==> src/sv/plc_pkg.sv <==
// ----------------------------------------------------------------------------
// plc_pkg
// Shared types and codes for the positional list engine.
// ----------------------------------------------------------------------------
package plc_pkg;

  typedef enum logic [1:0] {
    FN_INSERT = 2'd0,
    FN_DELETE = 2'd1,
    FN_DUMP   = 2'd2
  } func_t;

  typedef enum logic [1:0] {
    STS_OK     = 2'd0,
    STS_BADPOS = 2'd1,
    STS_FULL   = 2'd2
  } status_t;

  typedef enum logic {
    ST_IDLE = 1'b0,
    ST_DUMP = 1'b1
  } state_t;

  // command broadcast to every cell of the chain
  typedef struct packed {
    logic ins;
    logic del;
    logic rot;
  } cell_cmd_t;

endpackage

==> src/sv/plc_cell.sv <==
// ----------------------------------------------------------------------------
// plc_cell
// One list slot: holds an entry and takes the new value or a neighbor's
// entry depending on the broadcast command and its own index.
// ----------------------------------------------------------------------------
module plc_cell #(
  parameter int IDX = 0,
  parameter int CW  = 5,
  parameter int VB  = 32
) (
  input  logic               clk,
  input  plc_pkg::cell_cmd_t cmd,
  input  logic [CW-1:0]      pos0,
  input  logic [CW-1:0]      cnt,
  input  logic [VB-1:0]      new_val,
  input  logic [VB-1:0]      left_val,
  input  logic [VB-1:0]      right_val,
  input  logic [VB-1:0]      head_val,
  output logic [VB-1:0]      q
);

  localparam logic [CW:0] IDX_C = (CW+1)'(IDX);

  logic [VB-1:0] q_r;
  logic [VB-1:0] q_nxt;
  logic [CW:0]   pos_x;
  logic [CW:0]   cnt_x;
  logic [CW:0]   idx_p1;

  assign pos_x  = {1'b0, pos0};
  assign cnt_x  = {1'b0, cnt};
  assign idx_p1 = IDX_C + (CW+1)'(1);

  always_comb begin
    q_nxt = q_r;
    if (cmd.ins) begin
      if (IDX_C == pos_x) begin
        q_nxt = new_val;
      end else if (IDX_C > pos_x && IDX_C <= cnt_x) begin
        q_nxt = left_val;
      end
    end else if (cmd.del) begin
      if (IDX_C >= pos_x && idx_p1 < cnt_x) begin
        q_nxt = right_val;
      end
    end else if (cmd.rot) begin
      // rotate the occupied part of the chain toward the head
      if (idx_p1 < cnt_x) begin
        q_nxt = right_val;
      end else if (idx_p1 == cnt_x) begin
        q_nxt = head_val;
      end
    end
  end

  always_ff @(posedge clk) begin
    q_r <= q_nxt;
  end

  assign q = q_r;

endmodule

==> src/sv/positional_list_engine_top.sv <==
// ----------------------------------------------------------------------------
// positional_list_engine_top
// Bounded ordered list with insert and delete at a 1-based position and a
// dump of all entries, built as a chain of shifting cells.
// ----------------------------------------------------------------------------
// Usage: drive in_func, in_position and in_value with start high; a transfer
// happens at a rising edge where start is high and busy is low.
// Insert and delete update every cell in the cycle of the transfer and give
// one result on the out_ ports in the next cycle, marked by out_strobe; a new
// command may follow in the very next cycle, so these run at one per cycle.
// A dump of n entries rotates the chain toward the head once per cycle and
// emits the head cell each time: busy is high while the dump state runs,
// each result is registered and appears in the cycle after its rotation,
// and the final rotation leaves the list in its original order.
// An empty dump gives one result in the cycle after the transfer and never
// raises busy.
// Every result carries the entry count after the operation; out_last marks
// the final result of a command. Results are shown for one cycle only and
// the receiver cannot stall them.
// Reset (rst_n low, synchronous) empties the list and returns to idle; the
// cell contents are not cleared since only occupied cells are ever read.
// ----------------------------------------------------------------------------
module positional_list_engine_top #(
  parameter int CAPACITY   = 16,
  parameter int VALUE_BITS = 32
) (
  input  logic        clk,
  input  logic        rst_n,
  input  logic        start,
  output logic        busy,
  input  logic [1:0]  in_func,
  input  logic [4:0]  in_position,
  input  logic [31:0] in_value,
  output logic        out_strobe,
  output logic [1:0]  out_status,
  output logic [4:0]  out_entry_count,
  output logic [31:0] out_entry_value,
  output logic        out_entry_valid,
  output logic        out_last
);

  localparam int CW  = $clog2(CAPACITY + 1);
  localparam int PW  = ((CW > 5) ? CW : 5) + 1;
  localparam int XW  = (VALUE_BITS > 32) ? VALUE_BITS : 32;
  localparam int CXW = (CW > 5) ? CW : 5;
  localparam logic [CW-1:0] CAP_C = CW'(CAPACITY);

  plc_pkg::state_t    state_r, state_nxt;
  logic [CW-1:0]      count_r, count_nxt;
  logic [CW-1:0]      k_r, k_nxt;
  plc_pkg::cell_cmd_t cmd;
  logic [CW-1:0]      pos0;

  logic               strobe_r, strobe_nxt;
  plc_pkg::status_t   status_r, status_nxt;
  logic [CW-1:0]      ocnt_r, ocnt_nxt;
  logic [VALUE_BITS-1:0] oval_r, oval_nxt;
  logic               ovalid_r, ovalid_nxt;
  logic               olast_r, olast_nxt;

  logic               accept;
  logic [PW-1:0]      pos_x;
  logic [PW-1:0]      cnt_x;
  logic               ins_ok;
  logic               del_ok;
  logic               full;
  logic               dump_end;
  logic [XW-1:0]      in_val_x;
  logic [VALUE_BITS-1:0] new_val;
  logic [VALUE_BITS-1:0] q [CAPACITY];

  assign accept   = start && (state_r == plc_pkg::ST_IDLE);
  assign pos_x    = PW'(in_position);
  assign cnt_x    = PW'(count_r);
  assign ins_ok   = (pos_x != '0) && (pos_x <= cnt_x + PW'(1));
  assign del_ok   = (pos_x != '0) && (pos_x <= cnt_x);
  assign full     = (count_r == CAP_C);
  assign pos0     = CW'(pos_x - PW'(1));
  assign dump_end = (k_r == count_r - CW'(1));
  assign in_val_x = XW'(in_value);
  assign new_val  = in_val_x[VALUE_BITS-1:0];

  // chain of cells
  for (genvar g = 0; g < CAPACITY; g++) begin : g_cell
    logic [VALUE_BITS-1:0] left_v;
    logic [VALUE_BITS-1:0] right_v;
    if (g == 0) begin : g_first
      assign left_v = '0;
    end else begin : g_mid_l
      assign left_v = q[g-1];
    end
    if (g == CAPACITY - 1) begin : g_lastc
      assign right_v = '0;
    end else begin : g_mid_r
      assign right_v = q[g+1];
    end
    plc_cell #(
      .IDX (g),
      .CW  (CW),
      .VB  (VALUE_BITS)
    ) u_cell (
      .clk       (clk),
      .cmd       (cmd),
      .pos0      (pos0),
      .cnt       (count_r),
      .new_val   (new_val),
      .left_val  (left_v),
      .right_val (right_v),
      .head_val  (q[0]),
      .q         (q[g])
    );
  end

  // next state
  always_comb begin
    state_nxt = state_r;
    unique case (state_r)
      plc_pkg::ST_IDLE: begin
        if (accept && in_func == plc_pkg::FN_DUMP && count_r != '0) begin
          state_nxt = plc_pkg::ST_DUMP;
        end
      end
      plc_pkg::ST_DUMP: begin
        if (dump_end) begin
          state_nxt = plc_pkg::ST_IDLE;
        end
      end
      default: state_nxt = plc_pkg::ST_IDLE;
    endcase
  end

  // datapath control and result
  always_comb begin
    cmd        = '0;
    count_nxt  = count_r;
    k_nxt      = k_r;
    strobe_nxt = 1'b0;
    status_nxt = plc_pkg::STS_OK;
    ocnt_nxt   = count_r;
    oval_nxt   = '0;
    ovalid_nxt = 1'b0;
    olast_nxt  = 1'b1;
    unique case (state_r)
      plc_pkg::ST_IDLE: begin
        if (accept) begin
          strobe_nxt = 1'b1;
          case (in_func)
            plc_pkg::FN_INSERT: begin
              if (!ins_ok) begin
                status_nxt = plc_pkg::STS_BADPOS;
              end else if (full) begin
                status_nxt = plc_pkg::STS_FULL;
              end else begin
                cmd.ins   = 1'b1;
                count_nxt = count_r + CW'(1);
              end
            end
            plc_pkg::FN_DELETE: begin
              if (!del_ok) begin
                status_nxt = plc_pkg::STS_BADPOS;
              end else begin
                cmd.del   = 1'b1;
                count_nxt = count_r - CW'(1);
              end
            end
            plc_pkg::FN_DUMP: begin
              // a non-empty dump emits from the dump state instead
              if (count_r != '0) begin
                strobe_nxt = 1'b0;
                k_nxt      = '0;
              end
            end
            default: status_nxt = plc_pkg::STS_BADPOS;
          endcase
          ocnt_nxt = count_nxt;
        end
      end
      plc_pkg::ST_DUMP: begin
        cmd.rot    = 1'b1;
        k_nxt      = k_r + CW'(1);
        strobe_nxt = 1'b1;
        oval_nxt   = q[0];
        ovalid_nxt = 1'b1;
        olast_nxt  = dump_end;
      end
      default: ;
    endcase
  end

  always_ff @(posedge clk) begin
    if (!rst_n) begin
      state_r  <= plc_pkg::ST_IDLE;
      count_r  <= '0;
      k_r      <= '0;
      strobe_r <= 1'b0;
    end else begin
      state_r  <= state_nxt;
      count_r  <= count_nxt;
      k_r      <= k_nxt;
      strobe_r <= strobe_nxt;
    end
  end

  always_ff @(posedge clk) begin
    status_r <= status_nxt;
    ocnt_r   <= ocnt_nxt;
    oval_r   <= oval_nxt;
    ovalid_r <= ovalid_nxt;
    olast_r  <= olast_nxt;
  end

  logic [XW-1:0]  oval_x;
  logic [CXW-1:0] ocnt_x;

  assign oval_x = XW'(oval_r);
  assign ocnt_x = CXW'(ocnt_r);

  assign busy            = (state_r == plc_pkg::ST_DUMP);
  assign out_strobe      = strobe_r;
  assign out_status      = status_r;
  assign out_entry_count = ocnt_x[4:0];
  assign out_entry_value = oval_x[31:0];
  assign out_entry_valid = ovalid_r;
  assign out_last        = olast_r;

endmodule

==> config.mk <==
export PLATFORM = sky130hd
export DESIGN_NAME = positional_list_engine_top
export DESIGN_NICKNAME = d
export VERILOG_FILES = /design/src/sv/plc_pkg.sv /design/src/sv/plc_cell.sv /design/src/sv/positional_list_engine_top.sv
export SDC_FILE = /design/constraint.sdc
export NUM_CORES = 1
export LEC_CHECK = 0
export BUFFER_PORTS_ARGS = -buffer_cell sky130_fd_sc_hd__buf_2
export CORE_ASPECT_RATIO = 0.9
export CORE_MARGIN = 2
export CORE_UTILIZATION = 58
export DETAILED_ROUTE_END_ITERATION = 10
export PLACE_DENSITY = 0.78
export RECOVER_POWER = 50
export SLEW_MARGIN = 20
export SYNTH_ARGS = -nofsm -noshare
export SYNTH_HDL_FRONTEND = slang
export SYNTH_SLANG_ARGS = --single-unit
==> constraint.sdc <==
create_clock -name clk -period 5.3 [get_ports clk]
set_input_delay 0.265 -clock clk [delete_from_list [all_inputs] [get_ports clk]]
set_output_delay 0.265 -clock clk [all_outputs]
set_load 0.01 [all_outputs]
==> impl_metrics.csv <==
group,metric,value,unit
drt,drt_iter0_drc,3088,
power,pwr-share-seq,47.0,%
worst_setup_path,critPathCapture,"g_cell[13].u_cell.q[11]",
worst_setup_path,worstPathMaxFanout,14,
sta,fin_skew,0.0230,ns
drt,drc,0,
sta,max_slew_margin,-32.4,%
worst_setup_path,r2r_slack,0.57,ns
die,pin_count,85,
drt,routed_via_density,7.19,
worst_setup_path,r2r_end,"g_cell[13].u_cell.q[11]",
worst_setup_path,critical_path.startpoint,"count_r[2]",
worst_setup_path,cp-end-kind,"flop",
power,internal_power,0.00808,W
drt,avgRoutedWirePerCell,29.8,um
worst_setup_path,arrival,5.06,ns
worst_setup_path,critical_path_class,"reg2reg",
synthesis,synth_fp_nets,2789,
cts,cts_root_buffer,"clkbuf_16",
drt,dr.pass1.iters,5,
sta,max_freq,0.212,GHz
worst_setup_path,startpoint_type,"flop",
cts,cts_setup_buffers,0,
final_layout,layout.nets,2729,
power,vdd_ir_drop_max,0.000301,V
die,die_y,232,um
synthesis,synthFlopType,"edfxtp_1",
synthesis,netlist.area_leader.share,45.8,%
grt,antenna_found_initial,4,
placed_design,hpwlAfterDp,60.2,mm
die,rows,83,
power,combPwrFrac,17.5,%
final_layout,drive_gt1_share,9.36,%
worst_setup_path,worstReg2RegStart,"count_r[2]",
sta,fin_crit,4.73,ns
power,p_sw_share,28.2,%
cts,cts-htree-levels,2,
cts,tritoncts,"built",
run,max-cap-violations,11,
cts,post_cts_resized,0,
synthesis,synth.cell_area,0.0335,mm^2
synthesis,yosys-top-cells-area,"edfxtp_1 46%, mux2i_1 29%, o221ai_1 3.3%",
final_layout,synthToLayoutAreaGrowth,8.23,%
placed_design,placed_area,0.0348,mm^2
grt,grt_pass1_vias,24713,
grt,grt_max_degree,157,
synthesis,synth-edff-count,512,
placed_design,gp_congestion,0.974,
run_status,violations,"max-capacitance violations, max-slew violations",
sta,finalCritPeriodShare,89.2,%
die,initial_core_util,58.7,%
synthesis,synth_cell_type_count,76,
final_layout,fill_cells,4356,
synthesis,yosys_warnings,0,
synthesis,synth_most_common_cell,"mux2i_1",
drt,drt-total-wl,104,mm
power,p_leak,12.9,nW
placed_design,port_buffers,84,
sta,hold_viol,0,
synthesis,syn_avg_cell_area,12.3,um^2
drt,num_vias,25031,
grt,track_usage,34.1,%
sta,setup_viol_count_final,0,
run_status,outcome,"finished with violations",
sta,drv_slew,184,
worst_hold_path,hold_class,"in2reg",
power,p_clk_share,35.5,%
grt,grt_pass1_wl,156,mm
power,power.density,310,mW/mm^2
grt,overflow,0,
worst_setup_path,reg2reg_depth,10,
sta,worst_pin_slew,1.99,ns
cts,clk_latency,0.64,ns
sta,timing.setup.tns,0,ns
drt,postRouteAntennaNets,0,
die,fp.dieW,257,um
worst_setup_path,worst_ep_required_time,5.63,ns
synthesis,async_flop_share,0,%
die,core_area,0.0571,mm^2
cts,clkSlewWorstSetupHoldPaths,0.06,ns
synthesis,ys_ff_latch,565,
final_layout,finalInstanceArea,0.0363,mm^2
die,die_area,0.0598,mm^2
cts,clockBufferDepth,3,
synthesis,synth_seq_area_share,49.0,%
cts,cts_sinks,565,
sta,grt_setup_unrepaired,"false",
power,report.power.total,0.0113,W
synthesis,synth_top_cells_by_count,"971 x mux2i_1, 512 x edfxtp_1, 145 x buf_2, 141 x nand3_1, 130 x clkbuf_1",
cts,cts_buffers,58,
power,switching_power,0.00317,W
synthesis,synth_top_cell_by_area,"edfxtp_1",
synthesis,netlist_instances,2727,
==> power groups by stage <==
| stage | Clock (W) | Sequential (W) | Combinational (W) |
|---|---|---|---|
| 2_1_floorplan | 0 | 0.00533 | 0.00132 |
| 3_3_place_gp | 0 | 0.00537 | 0.00185 |
| 3_5_place_dp | 0 | 0.00538 | 0.00192 |
| 4_1_cts | 0.00401 | 0.00528 | 0.00193 |
| 5_1_grt | 0.00416 | 0.00531 | 0.00207 |
| 6_report | 0.00400 | 0.00529 | 0.00197 |
==> per-layer routing <==
metal	part of all wire [%]	up-vias	GRT usage (%)
met1	40	12516	47.1
met2	45	1599	52.8
met3	11	305	5.92
met5	0.024	-	0
met4	4.6	4	15.2
li1	-	10607	-
==> worst min-delay path by stage <==
stage | start | endpoint | slack (ns) | depth (start not counted)
finish | in_func[1] | out_entry_count[4] | 0.02 | 3
global route | in_func[1] | out_status[0] | 0.06 | 3
CTS | in_func[1] | out_entry_count[4] | 0.004 | 3
detailed placement | g_cell[15].u_cell.q[1] | g_cell[14].u_cell.q[1] | 0.54 | 2
global placement | k_r[4] | k_r[4] | 0.50 | 1
floorplan | busy | out_entry_valid | 0.39 | 0
==> sequential cells by signal (all words and copies together), names as in the netlist <==
name / flops
busy: 1
out_status: 2
g_cell.u_cell.q: 512
out_entry_value: 32
out_strobe: 1
count_r: 5
out_entry_valid: 1
out_entry_count: 5
out_last: 1
k_r: 5
==> cell families (layout without fill, tap and decap cells) <==
| group | Yosys count | in the layout | share of synthesized area (%) |
|---|---|---|---|
| multiplexers | 971 | 971 | 29.0 |
| XOR/XNOR | 13 | 13 | 0.339 |
| AO/OA/AOI/OAI | 410 | 410 | 9.97 |
| flip-flops | 565 | 565 | 49.0 |
| AND/OR/NAND/NOR | 434 | 434 | 6.74 |
| other | 0 | 2 | 0 |
| adder cells (fa/ha/maj) | 20 | 20 | 0.746 |
| buffers and inverters | 314 | 301 | 4.23 |
==> stage by stage <==
stage          hold WS, ns  utilization (%)  std cells  setup slack, ns
6_report            0.0206             63.6       3481            0.573
5_1_grt             0.0605             63.6       3481            0.433
4_1_cts            0.00441             64.0       3479             1.12
3_5_place_dp         0.541             60.9       3370             1.14
2_1_floorplan        0.392                -       2727           -0.492
3_3_place_gp         0.498             60.8       3369             1.11
==> cell usage in the layout (no fill, tap or decap), types with 8 or more instances in the layout <==
| cell | Yosys | layout |
|---|---|---|
| a211oi_1 | 38 | 36 |
| a21o_1 | 9 | 9 |
| a21oi_1 | 34 | 33 |
| a22o_1 | 34 | 34 |
| a31oi_1 | 8 | 8 |
| and2_0 | 0 | 14 |
| and2_1 | 35 | 20 |
| buf_12 | 0 | 11 |
| buf_2 | 145 | 41 |
| buf_4 | 4 | 59 |
| clkbuf_1 | 130 | 71 |
| clkbuf_16 | 0 | 58 |
| clkbuf_2 | 0 | 11 |
| clkinv_1 | 1 | 11 |
| clkinv_2 | 0 | 13 |
| dfxtp_1 | 53 | 53 |
| edfxtp_1 | 512 | 512 |
| ha_1 | 20 | 20 |
| inv_1 | 14 | 14 |
| mux2i_1 | 971 | 971 |
| nand2_1 | 71 | 62 |
| nand2_2 | 0 | 9 |
| nand3_1 | 141 | 141 |
| nor2_1 | 33 | 32 |
| nor2b_1 | 11 | 9 |
| nor3_1 | 67 | 68 |
| o21ai_0 | 30 | 35 |
| o221a_1 | 31 | 31 |
| o221ai_1 | 128 | 128 |
| o2bb2ai_1 | 34 | 33 |
| or3_1 | 35 | 35 |
| xnor2_1 | 11 | 11 |
==> worst max-delay path, stage by stage (launching register included) <==
cell and delay (ns):
dfxtp_1 0.56, inv_1 0.27, ha_1 0.35, nand3_1 0.08
nor3b_1 0.48, a21oi_4 0.05, buf_4 0.25, o21ai_1 1.30
clkbuf_2 0.72, mux2i_1 0.28, mux2i_1 0.09
==> final cells by class <==
cell class,count,area [um^2],share of cell area [%]
antenna,2,5.00,0.0138
clock inverter,28,216,0.596
inverter,15,56.3,0.155
tap,765,957,2.64
multi-input combinational,1848,15900,43.8
clock buffer,79,1570,4.33
timing repair buffer,179,1160,3.19
sequential,565,16400,45.3
==> repair_timing <==
item | CTS | global route
hold buffers | 2 | 0
endpoints found under the setup margin | 0 | 0
endpoints found under the hold margin | 2 | 0
Power figures use the tool's default switching activity.
